===== src/rtl/core/cvh_pkg.sv =====
// shared types and constants of the convex hull unit
`default_nettype none

package cvh_pkg;

  localparam int MaxPointsDef = 64;
  localparam int CoordBitsDef = 16;
  localparam int MinHull      = 3;

  // multiply-accumulate steps over d1 = a - o and d2 = b - o
  typedef enum logic [2:0] {
    MAC_NOP      = 3'd0,
    MAC_X1Y2_SET = 3'd1,
    MAC_Y1X2_SUB = 3'd2,
    MAC_X1X1_SET = 3'd3,
    MAC_Y1Y1_ADD = 3'd4,
    MAC_X2X2_SUB = 3'd5,
    MAC_Y2Y2_SUB = 3'd6
  } mac_op_e;

  typedef struct packed {
    logic    pt_we;
    logic    ord_we;
    logic    stk_we;
    logic    ld_anc;
    logic    o_from_anc;
    logic    ld_o;
    logic    ld_a;
    logic    ld_b;
    logic    ld_out;
    logic    out_last;
    logic    out_degen;
    logic    out_ovf;
    mac_op_e mac_op;
  } cvh_cmd_t;

  typedef struct packed {
    logic anc_lower;
    logic a_eq_o;
    logic b_eq_o;
    logic acc_zero;
    logic acc_neg;
  } cvh_sts_t;

endpackage

`default_nettype wire


===== src/rtl/core/convex_hull_graham_scan_unit.sv =====
// Convex hull by Graham scan. Points stream in one per cycle and are stored until an item with
// tlast; points past MAX_POINTS are dropped and flagged in tuser[1] of every vertex. The block
// then finds the lowest point, insertion-sorts the rest by angle through one shared
// multiply-accumulate unit (one comparison per shifted entry), prunes collinear runs, runs the
// stack scan (turn tests and pops) and emits the vertices from the top of the stack down to the
// anchor, each held until the output handshake; a set with fewer than MinHull points left after
// pruning yields a single zeroed vertex flagged degenerate. No new point is taken from the last
// point of a set until the final vertex of its hull has been taken.
`default_nettype none

module convex_hull_graham_scan_unit
  import cvh_pkg::*;
#(
  parameter int MAX_POINTS = MaxPointsDef,
  parameter int COORD_BITS = CoordBitsDef
) (
  input  wire logic        clk_i,
  input  wire logic        rst_ni,
  input  wire logic        s_axis_tvalid,
  output logic             s_axis_tready,
  input  wire logic [31:0] s_axis_tdata,   // point_x [15:0], point_y [31:16]
  input  wire logic        s_axis_tlast,   // last_point
  output logic             m_axis_tvalid,
  input  wire logic        m_axis_tready,
  output logic      [31:0] m_axis_tdata,   // hull_x [15:0], hull_y [31:16]
  output logic             m_axis_tlast,   // last_vertex
  output logic      [1:0]  m_axis_tuser    // degenerate [0], overflow [1]
);

  localparam int IW = $clog2(MAX_POINTS);

  cvh_cmd_t cmd;
  cvh_sts_t sts;
  logic [IW-1:0] pt_waddr, pt_raddr, ord_waddr, ord_wdata, ord_raddr, ord_rdata;
  logic [IW-1:0] stk_waddr, stk_wdata, stk_raddr, stk_rdata;
  logic [15:0] hull_x, hull_y;
  logic degen, ovf;

  cvh_ctrl #(
    .MAX_POINTS(MAX_POINTS)
  ) u_ctrl (
    .clk_i       (clk_i),
    .rst_ni      (rst_ni),
    .in_valid_i  (s_axis_tvalid),
    .in_last_i   (s_axis_tlast),
    .in_ready_o  (s_axis_tready),
    .out_valid_o (m_axis_tvalid),
    .out_ready_i (m_axis_tready),
    .cmd_o       (cmd),
    .sts_i       (sts),
    .pt_waddr_o  (pt_waddr),
    .pt_raddr_o  (pt_raddr),
    .ord_waddr_o (ord_waddr),
    .ord_wdata_o (ord_wdata),
    .ord_raddr_o (ord_raddr),
    .ord_rdata_i (ord_rdata),
    .stk_waddr_o (stk_waddr),
    .stk_wdata_o (stk_wdata),
    .stk_raddr_o (stk_raddr),
    .stk_rdata_i (stk_rdata)
  );

  cvh_datapath #(
    .MAX_POINTS(MAX_POINTS),
    .COORD_BITS(COORD_BITS)
  ) u_datapath (
    .clk_i       (clk_i),
    .cmd_i       (cmd),
    .sts_o       (sts),
    .in_x_i      (s_axis_tdata[15:0]),
    .in_y_i      (s_axis_tdata[31:16]),
    .pt_waddr_i  (pt_waddr),
    .pt_raddr_i  (pt_raddr),
    .ord_waddr_i (ord_waddr),
    .ord_wdata_i (ord_wdata),
    .ord_raddr_i (ord_raddr),
    .ord_rdata_o (ord_rdata),
    .stk_waddr_i (stk_waddr),
    .stk_wdata_i (stk_wdata),
    .stk_raddr_i (stk_raddr),
    .stk_rdata_o (stk_rdata),
    .hull_x_o    (hull_x),
    .hull_y_o    (hull_y),
    .last_o      (m_axis_tlast),
    .degen_o     (degen),
    .ovf_o       (ovf)
  );

  assign m_axis_tdata = {hull_y, hull_x};
  assign m_axis_tuser = {ovf, degen};

  // input and output sides are never open together
  assert property (@(posedge clk_i) disable iff (!rst_ni)
    !(s_axis_tready && m_axis_tvalid))
    else $error("input taken while a vertex is pending");

  assert property (@(posedge clk_i) disable iff (!rst_ni)
    (m_axis_tvalid && m_axis_tuser[0]) |-> m_axis_tlast)
    else $error("degenerate result not marked last");

  assert property (@(posedge clk_i) disable iff (!rst_ni)
    (s_axis_tvalid && s_axis_tready && s_axis_tlast) |=> !s_axis_tready)
    else $error("input still open after the last point");

endmodule

`default_nettype wire


===== src/rtl/core/cvh_datapath.sv =====
// point, order and stack memories, coordinate registers, MAC unit, output register
`default_nettype none

module cvh_datapath
  import cvh_pkg::*;
#(
  parameter int MAX_POINTS = MaxPointsDef,
  parameter int COORD_BITS = CoordBitsDef,
  localparam int IW = $clog2(MAX_POINTS)
) (
  input  wire logic          clk_i,
  input  wire cvh_cmd_t      cmd_i,
  output cvh_sts_t           sts_o,
  input  wire logic [15:0]   in_x_i,
  input  wire logic [15:0]   in_y_i,
  input  wire logic [IW-1:0] pt_waddr_i,
  input  wire logic [IW-1:0] pt_raddr_i,
  input  wire logic [IW-1:0] ord_waddr_i,
  input  wire logic [IW-1:0] ord_wdata_i,
  input  wire logic [IW-1:0] ord_raddr_i,
  output logic      [IW-1:0] ord_rdata_o,
  input  wire logic [IW-1:0] stk_waddr_i,
  input  wire logic [IW-1:0] stk_wdata_i,
  input  wire logic [IW-1:0] stk_raddr_i,
  output logic      [IW-1:0] stk_rdata_o,
  output logic      [15:0]   hull_x_o,
  output logic      [15:0]   hull_y_o,
  output logic               last_o,
  output logic               degen_o,
  output logic               ovf_o
);

  localparam int C  = COORD_BITS;
  localparam int DW = C + 1;
  localparam int AW = 2 * DW + 2;

  logic [2*C-1:0] pt_mem [MAX_POINTS];
  logic [IW-1:0]  ord_mem [MAX_POINTS];
  logic [IW-1:0]  stk_mem [MAX_POINTS];
  logic [2*C-1:0] pt_rdata_q;

  logic [31:0] in_x_ext, in_y_ext;
  logic [C-1:0] rd_x, rd_y;
  logic [C-1:0] anc_x_q, anc_y_q, o_x_q, o_y_q, a_x_q, a_y_q, b_x_q, b_y_q;
  logic signed [DW-1:0] dx1, dy1, dx2, dy2, op1, op2;
  logic signed [2*DW-1:0] prod;
  logic signed [AW-1:0] prod_ext, acc_q, acc_d;
  logic [C-1:0] hx_q, hy_q;
  logic last_q, degen_q, ovf_q;
  logic [31:0] hx_ext, hy_ext;

  // coordinates keep their low bits, read back as signed
  assign in_x_ext = {16'b0, in_x_i};
  assign in_y_ext = {16'b0, in_y_i};
  assign rd_x = pt_rdata_q[C-1:0];
  assign rd_y = pt_rdata_q[2*C-1:C];

  always_ff @(posedge clk_i) begin
    if (cmd_i.pt_we) begin
      pt_mem[pt_waddr_i] <= {in_y_ext[C-1:0], in_x_ext[C-1:0]};
    end
    pt_rdata_q <= pt_mem[pt_raddr_i];
  end

  always_ff @(posedge clk_i) begin
    if (cmd_i.ord_we) begin
      ord_mem[ord_waddr_i] <= ord_wdata_i;
    end
    ord_rdata_o <= ord_mem[ord_raddr_i];
  end

  always_ff @(posedge clk_i) begin
    if (cmd_i.stk_we) begin
      stk_mem[stk_waddr_i] <= stk_wdata_i;
    end
    stk_rdata_o <= stk_mem[stk_raddr_i];
  end

  always_ff @(posedge clk_i) begin
    if (cmd_i.ld_anc) begin
      anc_x_q <= rd_x;
      anc_y_q <= rd_y;
    end
    if (cmd_i.o_from_anc) begin
      o_x_q <= anc_x_q;
      o_y_q <= anc_y_q;
    end else if (cmd_i.ld_o) begin
      o_x_q <= rd_x;
      o_y_q <= rd_y;
    end
    if (cmd_i.ld_a) begin
      a_x_q <= rd_x;
      a_y_q <= rd_y;
    end
    if (cmd_i.ld_b) begin
      b_x_q <= rd_x;
      b_y_q <= rd_y;
    end
  end

  assign dx1 = $signed({a_x_q[C-1], a_x_q}) - $signed({o_x_q[C-1], o_x_q});
  assign dy1 = $signed({a_y_q[C-1], a_y_q}) - $signed({o_y_q[C-1], o_y_q});
  assign dx2 = $signed({b_x_q[C-1], b_x_q}) - $signed({o_x_q[C-1], o_x_q});
  assign dy2 = $signed({b_y_q[C-1], b_y_q}) - $signed({o_y_q[C-1], o_y_q});

  always_comb begin
    unique case (cmd_i.mac_op)
      MAC_Y1X2_SUB: begin op1 = dy1; op2 = dx2; end
      MAC_X1X1_SET: begin op1 = dx1; op2 = dx1; end
      MAC_Y1Y1_ADD: begin op1 = dy1; op2 = dy1; end
      MAC_X2X2_SUB: begin op1 = dx2; op2 = dx2; end
      MAC_Y2Y2_SUB: begin op1 = dy2; op2 = dy2; end
      default:      begin op1 = dx1; op2 = dy2; end
    endcase
  end

  assign prod     = op1 * op2;
  assign prod_ext = AW'(prod);

  always_comb begin
    unique case (cmd_i.mac_op)
      MAC_X1Y2_SET, MAC_X1X1_SET:               acc_d = prod_ext;
      MAC_Y1Y1_ADD:                             acc_d = acc_q + prod_ext;
      MAC_Y1X2_SUB, MAC_X2X2_SUB, MAC_Y2Y2_SUB: acc_d = acc_q - prod_ext;
      default:                                  acc_d = acc_q;
    endcase
  end

  always_ff @(posedge clk_i) begin
    acc_q <= acc_d;
  end

  assign sts_o.anc_lower = ($signed(rd_y) < $signed(anc_y_q)) ||
                           ((rd_y == anc_y_q) && ($signed(rd_x) < $signed(anc_x_q)));
  assign sts_o.a_eq_o    = (a_x_q == o_x_q) && (a_y_q == o_y_q);
  assign sts_o.b_eq_o    = (b_x_q == o_x_q) && (b_y_q == o_y_q);
  assign sts_o.acc_zero  = (acc_q == '0);
  assign sts_o.acc_neg   = acc_q[AW-1];

  always_ff @(posedge clk_i) begin
    if (cmd_i.ld_out) begin
      hx_q    <= cmd_i.out_degen ? '0 : rd_x;
      hy_q    <= cmd_i.out_degen ? '0 : rd_y;
      last_q  <= cmd_i.out_last;
      degen_q <= cmd_i.out_degen;
      ovf_q   <= cmd_i.out_ovf;
    end
  end

  assign hx_ext   = {{(32-C){1'b0}}, hx_q};
  assign hy_ext   = {{(32-C){1'b0}}, hy_q};
  assign hull_x_o = hx_ext[15:0];
  assign hull_y_o = hy_ext[15:0];
  assign last_o   = last_q;
  assign degen_o  = degen_q;
  assign ovf_o    = ovf_q;

endmodule

`default_nettype wire


===== src/rtl/core/cvh_ctrl.sv =====
// sequencer of load, anchor search, insertion sort, collinear pruning, stack scan and emit
`default_nettype none

module cvh_ctrl
  import cvh_pkg::*;
#(
  parameter int MAX_POINTS = MaxPointsDef,
  localparam int IW = $clog2(MAX_POINTS)
) (
  input  wire logic          clk_i,
  input  wire logic          rst_ni,
  input  wire logic          in_valid_i,
  input  wire logic          in_last_i,
  output logic               in_ready_o,
  output logic               out_valid_o,
  input  wire logic          out_ready_i,
  output cvh_cmd_t           cmd_o,
  input  wire cvh_sts_t      sts_i,
  output logic      [IW-1:0] pt_waddr_o,
  output logic      [IW-1:0] pt_raddr_o,
  output logic      [IW-1:0] ord_waddr_o,
  output logic      [IW-1:0] ord_wdata_o,
  output logic      [IW-1:0] ord_raddr_o,
  input  wire logic [IW-1:0] ord_rdata_i,
  output logic      [IW-1:0] stk_waddr_o,
  output logic      [IW-1:0] stk_wdata_o,
  output logic      [IW-1:0] stk_raddr_o,
  input  wire logic [IW-1:0] stk_rdata_i
);

  localparam int CW = $clog2(MAX_POINTS + 1);

  typedef enum logic [42:0] {
    S_LOAD      = 43'd1 << 0,
    S_ANC_RD    = 43'd1 << 1,
    S_ANC_CMP   = 43'd1 << 2,
    S_SORT_INIT = 43'd1 << 3,
    S_SORT_NEXT = 43'd1 << 4,
    S_SORT_LDA  = 43'd1 << 5,
    S_SORT_CHK  = 43'd1 << 6,
    S_SORT_RDO  = 43'd1 << 7,
    S_SORT_LDB  = 43'd1 << 8,
    S_CMP_EQ    = 43'd1 << 9,
    S_CMP_C2    = 43'd1 << 10,
    S_CMP_CZ    = 43'd1 << 11,
    S_CMP_D2    = 43'd1 << 12,
    S_CMP_D3    = 43'd1 << 13,
    S_CMP_D4    = 43'd1 << 14,
    S_CMP_DR    = 43'd1 << 15,
    S_SORT_DEC  = 43'd1 << 16,
    S_RED_NEXT  = 43'd1 << 17,
    S_RED_RDK   = 43'd1 << 18,
    S_RED_LDA   = 43'd1 << 19,
    S_RED_RDK1  = 43'd1 << 20,
    S_RED_LDB   = 43'd1 << 21,
    S_RED_C1    = 43'd1 << 22,
    S_RED_C2    = 43'd1 << 23,
    S_RED_CZ    = 43'd1 << 24,
    S_RED_KEEP  = 43'd1 << 25,
    S_SCAN_INIT = 43'd1 << 26,
    S_SCAN_NEXT = 43'd1 << 27,
    S_SCAN_RDC  = 43'd1 << 28,
    S_SCAN_LDB  = 43'd1 << 29,
    S_SCAN_CHK  = 43'd1 << 30,
    S_SCAN_RDO  = 43'd1 << 31,
    S_SCAN_LDO  = 43'd1 << 32,
    S_SCAN_RDA  = 43'd1 << 33,
    S_SCAN_LDA  = 43'd1 << 34,
    S_SCAN_C1   = 43'd1 << 35,
    S_SCAN_C2   = 43'd1 << 36,
    S_SCAN_CZ   = 43'd1 << 37,
    S_DEGEN     = 43'd1 << 38,
    S_EMIT_NEXT = 43'd1 << 39,
    S_EMIT_RD   = 43'd1 << 40,
    S_EMIT_LD   = 43'd1 << 41,
    S_EMIT_WAIT = 43'd1 << 42
  } cvh_state_e;

  cvh_state_e state_q, state_d;
  logic [CW-1:0] n_q, n_d, i_q, i_d, j_q, j_d, m_q, m_d, k_q, k_d, w_q, w_d;
  logic [CW-1:0] depth_q, depth_d;
  logic [IW-1:0] anc_q, anc_d, jidx_q, jidx_d, kidx_q, kidx_d, cidx_q, cidx_d;
  logic before_q, before_d, ovf_q, ovf_d;
  logic [CW-1:0] i_inc, j_dec, k_inc, depth_inc, depth_m1, depth_m2, emit_pos;

  assign i_inc     = i_q + CW'(1);
  assign j_dec     = j_q - CW'(1);
  assign k_inc     = k_q + CW'(1);
  assign depth_inc = depth_q + CW'(1);
  assign depth_m1  = depth_q - CW'(1);
  assign depth_m2  = depth_q - CW'(2);
  assign emit_pos  = depth_m1 - k_q;

  assign in_ready_o  = (state_q == S_LOAD);
  assign out_valid_o = (state_q == S_EMIT_WAIT);

  always_comb begin
    state_d  = state_q;
    n_d      = n_q;
    i_d      = i_q;
    j_d      = j_q;
    m_d      = m_q;
    k_d      = k_q;
    w_d      = w_q;
    depth_d  = depth_q;
    anc_d    = anc_q;
    jidx_d   = jidx_q;
    kidx_d   = kidx_q;
    cidx_d   = cidx_q;
    before_d = before_q;
    ovf_d    = ovf_q;
    cmd_o         = '0;
    cmd_o.mac_op  = MAC_NOP;
    cmd_o.out_ovf = ovf_q;
    pt_waddr_o  = n_q[IW-1:0];
    pt_raddr_o  = i_q[IW-1:0];
    ord_waddr_o = j_q[IW-1:0];
    ord_wdata_o = i_q[IW-1:0];
    ord_raddr_o = k_q[IW-1:0];
    stk_waddr_o = depth_q[IW-1:0];
    stk_wdata_o = cidx_q;
    stk_raddr_o = depth_m2[IW-1:0];

    unique case (state_q)
      S_LOAD: begin
        if (in_valid_i) begin
          if (n_q < CW'(MAX_POINTS)) begin
            cmd_o.pt_we = 1'b1;
            n_d = n_q + CW'(1);
          end else begin
            ovf_d = 1'b1;
          end
          if (in_last_i) begin
            i_d = '0;
            state_d = S_ANC_RD;
          end
        end
      end
      S_ANC_RD: state_d = S_ANC_CMP;
      S_ANC_CMP: begin
        if (i_q == '0 || sts_i.anc_lower) begin
          anc_d = i_q[IW-1:0];
          cmd_o.ld_anc = 1'b1;
        end
        i_d = i_inc;
        state_d = (i_inc == n_q) ? S_SORT_INIT : S_ANC_RD;
      end
      S_SORT_INIT: begin
        cmd_o.ord_we = 1'b1;
        ord_waddr_o = '0;
        ord_wdata_o = anc_q;
        cmd_o.o_from_anc = 1'b1;
        m_d = CW'(1);
        i_d = '0;
        state_d = S_SORT_NEXT;
      end
      S_SORT_NEXT: begin
        if (i_q == n_q) begin
          k_d = CW'(1);
          w_d = CW'(1);
          state_d = S_RED_NEXT;
        end else if (i_q == CW'(anc_q)) begin
          i_d = i_inc;
        end else begin
          state_d = S_SORT_LDA;
        end
      end
      S_SORT_LDA: begin
        cmd_o.ld_a = 1'b1;
        j_d = m_q;
        state_d = S_SORT_CHK;
      end
      S_SORT_CHK: begin
        if (j_q > CW'(1)) begin
          ord_raddr_o = j_dec[IW-1:0];
          state_d = S_SORT_RDO;
        end else begin
          cmd_o.ord_we = 1'b1;
          m_d = m_q + CW'(1);
          i_d = i_inc;
          state_d = S_SORT_NEXT;
        end
      end
      S_SORT_RDO: begin
        jidx_d = ord_rdata_i;
        pt_raddr_o = ord_rdata_i;
        state_d = S_SORT_LDB;
      end
      S_SORT_LDB: begin
        cmd_o.ld_b = 1'b1;
        state_d = S_CMP_EQ;
      end
      // points equal to the anchor go first, then angle, then distance
      S_CMP_EQ: begin
        if (sts_i.a_eq_o != sts_i.b_eq_o) begin
          before_d = sts_i.a_eq_o;
          state_d = S_SORT_DEC;
        end else begin
          cmd_o.mac_op = MAC_X1Y2_SET;
          state_d = S_CMP_C2;
        end
      end
      S_CMP_C2: begin
        cmd_o.mac_op = MAC_Y1X2_SUB;
        state_d = S_CMP_CZ;
      end
      S_CMP_CZ: begin
        if (!sts_i.acc_zero) begin
          before_d = !sts_i.acc_neg;
          state_d = S_SORT_DEC;
        end else begin
          cmd_o.mac_op = MAC_X1X1_SET;
          state_d = S_CMP_D2;
        end
      end
      S_CMP_D2: begin
        cmd_o.mac_op = MAC_Y1Y1_ADD;
        state_d = S_CMP_D3;
      end
      S_CMP_D3: begin
        cmd_o.mac_op = MAC_X2X2_SUB;
        state_d = S_CMP_D4;
      end
      S_CMP_D4: begin
        cmd_o.mac_op = MAC_Y2Y2_SUB;
        state_d = S_CMP_DR;
      end
      S_CMP_DR: begin
        before_d = sts_i.acc_neg;
        state_d = S_SORT_DEC;
      end
      S_SORT_DEC: begin
        cmd_o.ord_we = 1'b1;
        if (before_q) begin
          ord_wdata_o = jidx_q;
          j_d = j_dec;
          state_d = S_SORT_CHK;
        end else begin
          m_d = m_q + CW'(1);
          i_d = i_inc;
          state_d = S_SORT_NEXT;
        end
      end
      S_RED_NEXT: begin
        if (k_q == m_q) begin
          m_d = w_q;
          state_d = S_SCAN_INIT;
        end else begin
          state_d = S_RED_RDK;
        end
      end
      S_RED_RDK: begin
        kidx_d = ord_rdata_i;
        pt_raddr_o = ord_rdata_i;
        state_d = S_RED_LDA;
      end
      S_RED_LDA: begin
        cmd_o.ld_a = 1'b1;
        if (k_inc < m_q) begin
          ord_raddr_o = k_inc[IW-1:0];
          state_d = S_RED_RDK1;
        end else begin
          state_d = S_RED_KEEP;
        end
      end
      S_RED_RDK1: begin
        pt_raddr_o = ord_rdata_i;
        state_d = S_RED_LDB;
      end
      S_RED_LDB: begin
        cmd_o.ld_b = 1'b1;
        state_d = S_RED_C1;
      end
      S_RED_C1: begin
        cmd_o.mac_op = MAC_X1Y2_SET;
        state_d = S_RED_C2;
      end
      S_RED_C2: begin
        cmd_o.mac_op = MAC_Y1X2_SUB;
        state_d = S_RED_CZ;
      end
      S_RED_CZ: begin
        if (sts_i.acc_zero) begin
          k_d = k_inc;
          state_d = S_RED_NEXT;
        end else begin
          state_d = S_RED_KEEP;
        end
      end
      S_RED_KEEP: begin
        cmd_o.ord_we = 1'b1;
        ord_waddr_o = w_q[IW-1:0];
        ord_wdata_o = kidx_q;
        w_d = w_q + CW'(1);
        k_d = k_inc;
        state_d = S_RED_NEXT;
      end
      S_SCAN_INIT: begin
        if (m_q < CW'(MinHull)) begin
          state_d = S_DEGEN;
        end else begin
          depth_d = '0;
          k_d = '0;
          state_d = S_SCAN_NEXT;
        end
      end
      S_SCAN_NEXT: begin
        if (k_q == m_q) begin
          k_d = '0;
          state_d = S_EMIT_NEXT;
        end else begin
          state_d = S_SCAN_RDC;
        end
      end
      S_SCAN_RDC: begin
        cidx_d = ord_rdata_i;
        pt_raddr_o = ord_rdata_i;
        state_d = S_SCAN_LDB;
      end
      S_SCAN_LDB: begin
        cmd_o.ld_b = 1'b1;
        state_d = S_SCAN_CHK;
      end
      // the first three points are pushed without a turn test
      S_SCAN_CHK: begin
        if (k_q >= CW'(MinHull) && depth_q >= CW'(2)) begin
          state_d = S_SCAN_RDO;
        end else begin
          cmd_o.stk_we = 1'b1;
          depth_d = depth_inc;
          k_d = k_inc;
          state_d = S_SCAN_NEXT;
        end
      end
      S_SCAN_RDO: begin
        pt_raddr_o = stk_rdata_i;
        state_d = S_SCAN_LDO;
      end
      S_SCAN_LDO: begin
        cmd_o.ld_o = 1'b1;
        stk_raddr_o = depth_m1[IW-1:0];
        state_d = S_SCAN_RDA;
      end
      S_SCAN_RDA: begin
        pt_raddr_o = stk_rdata_i;
        state_d = S_SCAN_LDA;
      end
      S_SCAN_LDA: begin
        cmd_o.ld_a = 1'b1;
        state_d = S_SCAN_C1;
      end
      S_SCAN_C1: begin
        cmd_o.mac_op = MAC_X1Y2_SET;
        state_d = S_SCAN_C2;
      end
      S_SCAN_C2: begin
        cmd_o.mac_op = MAC_Y1X2_SUB;
        state_d = S_SCAN_CZ;
      end
      S_SCAN_CZ: begin
        if (sts_i.acc_zero || sts_i.acc_neg) begin
          depth_d = depth_m1;
          state_d = S_SCAN_CHK;
        end else begin
          cmd_o.stk_we = 1'b1;
          depth_d = depth_inc;
          k_d = k_inc;
          state_d = S_SCAN_NEXT;
        end
      end
      S_DEGEN: begin
        cmd_o.ld_out = 1'b1;
        cmd_o.out_last = 1'b1;
        cmd_o.out_degen = 1'b1;
        depth_d = CW'(1);
        k_d = '0;
        state_d = S_EMIT_WAIT;
      end
      S_EMIT_NEXT: begin
        if (k_q == depth_q) begin
          n_d = '0;
          ovf_d = 1'b0;
          state_d = S_LOAD;
        end else begin
          stk_raddr_o = emit_pos[IW-1:0];
          state_d = S_EMIT_RD;
        end
      end
      S_EMIT_RD: begin
        pt_raddr_o = stk_rdata_i;
        state_d = S_EMIT_LD;
      end
      S_EMIT_LD: begin
        cmd_o.ld_out = 1'b1;
        cmd_o.out_last = (k_inc == depth_q);
        state_d = S_EMIT_WAIT;
      end
      S_EMIT_WAIT: begin
        if (out_ready_i) begin
          k_d = k_inc;
          state_d = S_EMIT_NEXT;
        end
      end
      default: state_d = S_LOAD;
    endcase
  end

  always_ff @(posedge clk_i or negedge rst_ni) begin
    if (!rst_ni) begin
      state_q  <= S_LOAD;
      n_q      <= '0;
      i_q      <= '0;
      j_q      <= '0;
      m_q      <= '0;
      k_q      <= '0;
      w_q      <= '0;
      depth_q  <= '0;
      anc_q    <= '0;
      jidx_q   <= '0;
      kidx_q   <= '0;
      cidx_q   <= '0;
      before_q <= 1'b0;
      ovf_q    <= 1'b0;
    end else begin
      state_q  <= state_d;
      n_q      <= n_d;
      i_q      <= i_d;
      j_q      <= j_d;
      m_q      <= m_d;
      k_q      <= k_d;
      w_q      <= w_d;
      depth_q  <= depth_d;
      anc_q    <= anc_d;
      jidx_q   <= jidx_d;
      kidx_q   <= kidx_d;
      cidx_q   <= cidx_d;
      before_q <= before_d;
      ovf_q    <= ovf_d;
    end
  end

endmodule

`default_nettype wire


===== config.mk =====
export PLATFORM = sky130hd
export DESIGN_NAME = convex_hull_graham_scan_unit
export DESIGN_NICKNAME = d
export VERILOG_FILES = /design/src/rtl/core/cvh_pkg.sv /design/src/rtl/core/convex_hull_graham_scan_unit.sv /design/src/rtl/core/cvh_datapath.sv /design/src/rtl/core/cvh_ctrl.sv
export SDC_FILE = /design/constraint.sdc
export NUM_CORES = 2
export LEC_CHECK = 0
export BUFFER_PORTS_ARGS = -buffer_cell sky130_fd_sc_hd__buf_2
export CORE_MARGIN = 5
export CORE_UTILIZATION = 55
export CTS_BUF_LIST = sky130_fd_sc_hd__clkbuf_8
export CTS_CLUSTER_DIAMETER = 60
export DETAILED_ROUTE_END_ITERATION = 8
export GPL_TIMING_DRIVEN = 0
export MAX_ROUTING_LAYER = met4
export PLACE_DENSITY = 0.81
export SLEW_MARGIN = 25
export SYNTH_ARGS = -nofsm -noshare
export SYNTH_HDL_FRONTEND = slang
export SYNTH_SLANG_ARGS = --single-unit

===== constraint.sdc =====
create_clock -name clk_i -period 15.2 [get_ports clk_i]
set_input_delay 0 -clock clk_i [delete_from_list [all_inputs] [get_ports clk_i]]
set_output_delay 0 -clock clk_i [all_outputs]
set_load 0.03 [all_outputs]

# Yosys cells after proc, flatten, opt, wreduce, memory -nomap -nowiden
# Memory sizes are Yosys's and may differ from the RTL's. A register that Yosys moved wholly into a read port is not among the register bits.
# Cells that the tools add are included.
dict set report classes {
  add_sub_neg 16
  multipliers 1
  order_cmp 8
  n_eq_ne 82
  muxes 96
  n_reduce_logical 43
}
# op count
set op_table {}
lappend op_table {{case mux 43 bit (42 select lines)} 1}
lappend op_table {{2-to-1 mux 43 bit} 5}
lappend op_table {{2-to-1 mux 7 bit} 23}
lappend op_table {{case mux 36 bit (3 select lines)} 1}
lappend op_table {{case mux 17 bit (3 select lines)} 2}
lappend op_table {{== test 16 bit} 5}
lappend op_table {{subtractor 16 x 16 -> 17 bit} 4}
lappend op_table {{2-to-1 mux 16 bit} 4}
lappend op_table {{case mux 7 bit (9 select lines)} 1}
lappend op_table {{case mux 7 bit (4 select lines)} 2}
lappend op_table {{2-to-1 mux 26 bit} 2}
lappend op_table {{case mux 6 bit (2 select lines)} 4}
lappend op_table {{== test 43 x 1 -> 1 bit (second input constant)} 1}
lappend op_table {{== test 43 x 10 -> 1 bit (second input constant)} 1}
lappend op_table {{== test 43 x 11 -> 1 bit (second input constant)} 1}
lappend op_table {{== test 43 x 12 -> 1 bit (second input constant)} 1}
lappend op_table {{== test 43 x 13 -> 1 bit (second input constant)} 1}
lappend op_table {{== test 43 x 14 -> 1 bit (second input constant)} 1}
lappend op_table {{== test 43 x 15 -> 1 bit (second input constant)} 1}
lappend op_table {{== test 43 x 16 -> 1 bit (second input constant)} 1}
lappend op_table {{== test 43 x 17 -> 1 bit (second input constant)} 1}
lappend op_table {{== test 43 x 18 -> 1 bit (second input constant)} 1}
lappend op_table {{== test 43 x 19 -> 1 bit (second input constant)} 1}
lappend op_table {{== test 43 x 2 -> 1 bit (second input constant)} 1}
lappend op_table {{90 further kinds} 180}
dict set report word_totals {
  ff_bits 317
  mem_bits_rw 2816
  in_bits 37
  output_inout_bits 37
  elab_cells 277
  mem_count 3
}
# memory words width read_ports rd_ports_with_merged_regs wr line_no
set mem_list {}
lappend mem_list {u_datapath.pt_mem 64 32 1 1 1 cvh_datapath.sv:37} ;# logic [2*C-1:0] pt_mem [MAX_POINTS];
lappend mem_list {u_datapath.ord_mem 64 6 1 1 1 cvh_datapath.sv:38} ;# logic [IW-1:0] ord_mem [MAX_POINTS];
lappend mem_list {u_datapath.stk_mem 64 6 1 1 1 cvh_datapath.sv:39} ;# logic [IW-1:0] stk_mem [MAX_POINTS];

# Depth between registers and ports, before layout
dict set report depth {
  ltp_word 11
  depth_mapped 52
  ltp_nobuf 50
}

# By module
# A second synthesis with hierarchy kept.
dict set report unflattened {
  cells_unflattened 8080
  hier_area_um2 142650.6
}
# mod instances cells_per_inst area_each_um2 seq_area_each_um2
set by_module_without_submodules {}
lappend by_module_without_submodules {cvh_datapath 1 7032 133943.5 91417.7}
lappend by_module_without_submodules {cvh_ctrl 1 1046 8692.1 2954.1}
lappend by_module_without_submodules {convex_hull_graham_scan_unit 1 2 15.0 0.0}

# Worst setup path after synthesis
# OpenSTA, ideal clock, no wires.
dict set report synth_path {
  path_type {flip-flop to flip-flop}
  from {register u_ctrl.state_q[24]}
  to {register u_datapath.acc_q[35], data pin}
  setup_ps 259
  t_arrival_ps 11630
  required_time_ps 14941
  setup_slack_ps 3311
  path_stages_with_launch 45
  n_path_buf 4
  synth_period_minus_slack_ps 11889
  path_cell_list {dfrtp_1 > nor4_2 > nand4_1 > buf_2 > nor3_1 > nand3_1 > nor3b_1 > nand2_1 > nand3_1 > clkbuf_1 > nand2_1 > o21ai_1 > clkbuf_1 > nor2_1 > fa_1 > inv_1 > fa_1 > fa_1 > [9 not listed] > a21o_1 > a21o_1 > a21o_1 > a221o_1 > xnor2_1 > or4b_2 > or3b_4 > or4_4 > nand2_1 > xor2_1 > ha_1 > or3_1 > nor3_1 > o31ai_1 > a21oi_1 > xnor2_1 > mux2i_1 > a211o_1}
}
dict set report synth_via {
  elab_chain_cells 9
  word_cells_on_any_way 29
  cone_classes {2 x add/sub; 1 x mul; 16 x eq/ne; 4 x mux; 6 x reduce/logical}
}
# element line_no
set synth_rtl {}
lappend synth_rtl {{start, declared} cvh_ctrl.sv:79} ;# cvh_state_e state_q, state_d;
lappend synth_rtl {{start signal, assigned} cvh_ctrl.sv:425} ;# state_q <= state_d;
lappend synth_rtl {{== test 43 x 11 -> 1 bit, or another cell as far along} cvh_ctrl.sv:124} ;# unique case (state_q)
lappend synth_rtl {{OR reduction 3 bit (no source line) / OR reduction 2 bit (equally long branches)} n/a}
lappend synth_rtl {{case mux 3 bit (7 select lines) *} cvh_ctrl.sv:124}
lappend synth_rtl {{== test 3 bit / == test 3 x 2 -> 1 bit (equally long branches)} {cvh_datapath.sv:107, cvh_datapath.sv:121}}
lappend synth_rtl {{OR reduction 2 bit (no source line)} n/a}
lappend synth_rtl {{case mux 17 bit (3 select lines)} cvh_datapath.sv:107} ;# unique case (cmd_i.mac_op)
lappend synth_rtl {{multiplier 17 x 17 -> 34 bit} cvh_datapath.sv:117} ;# assign prod = op1 * op2;
lappend synth_rtl {{subtractor 36 x 34 -> 36 bit / adder 36 x 34 -> 36 bit (equally long branches)} {cvh_datapath.sv:124, cvh_datapath.sv:123}}
lappend synth_rtl {{case mux 36 bit (3 select lines) *} cvh_datapath.sv:121} ;# unique case (cmd_i.mac_op)
lappend synth_rtl {{named net u_datapath.acc_d[35]} cvh_datapath.sv:47} ;# logic signed [AW-1:0] prod_ext, acc_q, acc_d;
lappend synth_rtl {{end signal, assigned} cvh_datapath.sv:130} ;# acc_q <= acc_d;
lappend synth_rtl {{end, declared} cvh_datapath.sv:47}
# The timed path passes the listed nets; every way through them passes the cells marked *.
# A chain may end at the register's enable or synchronous reset.

# Final worst setup path
dict set report layout_path {
  from {register u_ctrl.state_q[35]}
  to {register u_datapath.acc_q[34], data pin}
}
# Same word-level chain as after synthesis.

==> metrics.cfg <==
[status]
status = finished with violations
violations = design-rule violations

[sta]
rsz0062_at_grt = no
min_period_over_period = 0.949
hold_violations = 0
drv_slew = 0
finClkSkew_ns = 0.168
finalCriticalPeriod_ns = 14.42
fin_setup_tns_ns = 0
tightest_slew_ns = 1.30
slew_headroom = 0.133
setup_violations = 0
fmax_ghz = 0.0694
layout_setup_ws_ns = 0.781

[pwr]
p_sw_frac = 0.298
power_frac_clock = 0.318
internal-power_mw = 14.3
switchingPower_mw = 6.09
p_total_mw = 20.4
power_density_nw_per_um2 = 126
pwr-share-seq = 0.483
vdd.ir_drop.worst_v = 0.000165
comb_power_share = 0.198
p_leak_nw = 59.4

[global_route]
grt_pass1_vias = 102000
grt_usage = 0.343
grt-ovfl-total = 0
antenna_found_initial = 41
grt_max_degree = 73
grt_pass1_wl_um = 669000

[floorplan]
die_w_um = 523
start_util = 0.552
die_area_um2 = 274000
dieHeight_um = 523
core_um2 = 262000
io_pins = 74
std_cell_rows = 188

[finish]
fin_nets = 12900
final_core_util = 0.618
mostFrequentLayoutCell = edfxtp_1
fillers = 19200
drive_gt1_frac = 0.102
area_growth_pct = 12.0
multi_input_area_um2 = 46600
most-common-layout-cells = edfxtp_1, nand2_1, nand3_1
seq_area_um2 = 94400

[worst_hold_path]
min_path_type = primary input to flip-flop

[drt]
wl_met3_um = 65100
top_layer = met4
drt_pre_antenna_iters = 9
antenna_left = 0
routed_via_density = 6.46
vias = 105000
dr_wl_met2_um = 207000
drt-met1-wl_um = 155000
drtIter0Drc = 16900
drc = 12
routed_wl_um = 467000
wire_per_inst_um = 28.7

[logic_synthesis]
synth-edff-count = 3015
avgSynthCellArea_um2 = 12.5
async_flop_share = 0.0371
yosysWarnings = 0
synth-seq-area-share = 0.651
yosysUniqueCellTypes = 107
ys_ff_latch = 3177
syn-cell-area_um2 = 145000
synth_nets = 12200
synth-main-ff-cell = edfxtp_1
synthCells = 11600

[clock_network]
cts-htree-levels = 5
cts_buffer_depth = 4
cts-root-buf = clkbuf_8
cts_tree = yes
path_clk_slew_ns = 0.07
insertion_delay_ns = 1.15
clkSinkCount = 3177
numCtsBuffers = 482

[setup_path]
arrival_ns = 15.13
critPathLaunchType = flip-flop
path_max_fanout = 10
end_kind = flip-flop
crit_buf_inv = 7
crit_path_top_delay_cell = or4_1
crit_path_frequent_cell = fa_1
cp.required_ns = 15.91
crit_type = flip-flop to flip-flop
cp_top_family = simple AND/OR/NAND/NOR gates
critPathMaxStageDelay_ns = 0.60

[place]
dp_hpwl_um = 325000
place_ws_ns = 0.893
io_buffers = 73
gp_congestion = 1.04

[flow_run]
max_cap_viol_count = 0

## metal layers
| layer | vias to the layer above | GRT usage |
|---|---|---|
| met5 | - | - |
| met1 | 50700 | 0.405 |
| li1 | 44000 | - |
| met3 | 2045 | 0.107 |
| met2 | 8454 | 0.507 |
| met4 | 0 | 0.232 |
## per-stage QoR
step / hold slack (ns) / cell area [um^2] / std cells
floorplan: -0.296 / 145000 / 11600
global placement: 0.431 / 150000 / 15200
detailed placement: -0.0570 / 153000 / 15300
CTS: 0.00101 / 162000 / 16200
global route: 0.0844 / 162000 / 16300
finish: 0.0717 / 162000 / 16300
## worst paths after layout
check                      slack, ns                from  depth (start not counted)                  endpoint
max in group asynchronous      14.19              rst_ni                          5         u_ctrl.state_q[0]
hold / removal                  0.07    s_axis_tdata[21]                          2  u_datapath.pt_mem[3][21]
min in group asynchronous       0.16              rst_ni                          4             u_ctrl.n_q[0]
setup reg to reg                0.78  u_ctrl.state_q[35]                         45      u_datapath.acc_q[34]
setup / recovery                0.78  u_ctrl.state_q[35]                         45      u_datapath.acc_q[34]
hold reg to reg                 0.46        u_ctrl.ovf_q                          0          u_datapath.ovf_o
## state kept, by name, summed over array words and instances (netlist names), 32 cells and up
signal                 cells
u_ctrl.state_q            43
u_datapath.acc_q          36
u_datapath.ord_mem       384
u_datapath.pt_mem       2048
u_datapath.pt_rdata_q     32
u_datapath.stk_mem       384
## cell usage after synthesis, types with 46 or more instances
cell / number / area, um^2
ha_1: 243 / 3040
nor4_1: 83 / 519
inv_1: 486 / 1820
mux2i_1: 236 / 2360
buf_1: 48 / 180
xor2_1: 81 / 709
a21o_1: 61 / 458
edfxtp_1: 3015 / 90500
nor2b_1: 84 / 526
o21ai_0: 209 / 1050
o22ai_1: 53 / 332
buf_4: 47 / 353
nand3_1: 738 / 3690
a31oi_1: 89 / 557
a22oi_1: 189 / 1420
a21oi_1: 600 / 3000
and2_1: 107 / 669
nor3_1: 87 / 435
buf_2: 221 / 1110
nand2_1: 2388 / 8960
fa_1: 303 / 6070
a32oi_1: 173 / 1520
nor2_1: 601 / 2260
nand4_1: 113 / 707
dfrtp_1: 117 / 2930
nand2b_1: 55 / 344
and3_1: 46 / 288
clkbuf_1: 304 / 1140
xnor2_1: 124 / 1090
a211oi_1: 140 / 1050
## cells by family (layout without fill, tap and decap cells)
family                     count (synthesis)  in the layout  share of synthesized area
AOI/OAI and AO/OA                       1826           1826                     0.0836
xor gates and xnor gates                 206            206                     0.0125
adders and majority gates                546            546                     0.0629
buffers and inverters                   1112           2197                     0.0321
DFF                                     3177           3177                      0.651
muxes                                    267            267                     0.0190
other                                      0             39                          0
and+or+nand+nor                         4497           4497                      0.138
## cell type report
cell class | instances | area share
Buffer | 624 | 0.0175
Sequential cell | 3177 | 0.582
Inverter | 488 | 0.0113
Multi-Input combinational cell | 7342 | 0.287
Clock buffer | 501 | 0.0425
Tap cell | 3515 | 0.0271
Timing Repair Buffer | 232 | 0.0213
Antenna cell | 39 | 0.000602
Clock inverter | 352 | 0.0106
## power by group through the flow
stage                     clock (mW)  combinational (mW)  sequential [mW]
final                           6.49                4.05             9.85
after global routing            6.87                4.32             9.85
after CTS                       6.45                3.91             9.85
after detailed placement           0                3.87             10.0
after global placement             0                3.69             10.0
after floorplan                    0                2.60             10.0
## what timing repair did
action / CTS / global route
buffers inserted: 0 / 0
setup endpoints to repair: 0 / 3
resized for setup: 0 / 1
hold buffers: 38 / 0
endpoints found under the hold margin: 2181 / 0
Note: power is estimated with default switching activity, not from simulation.
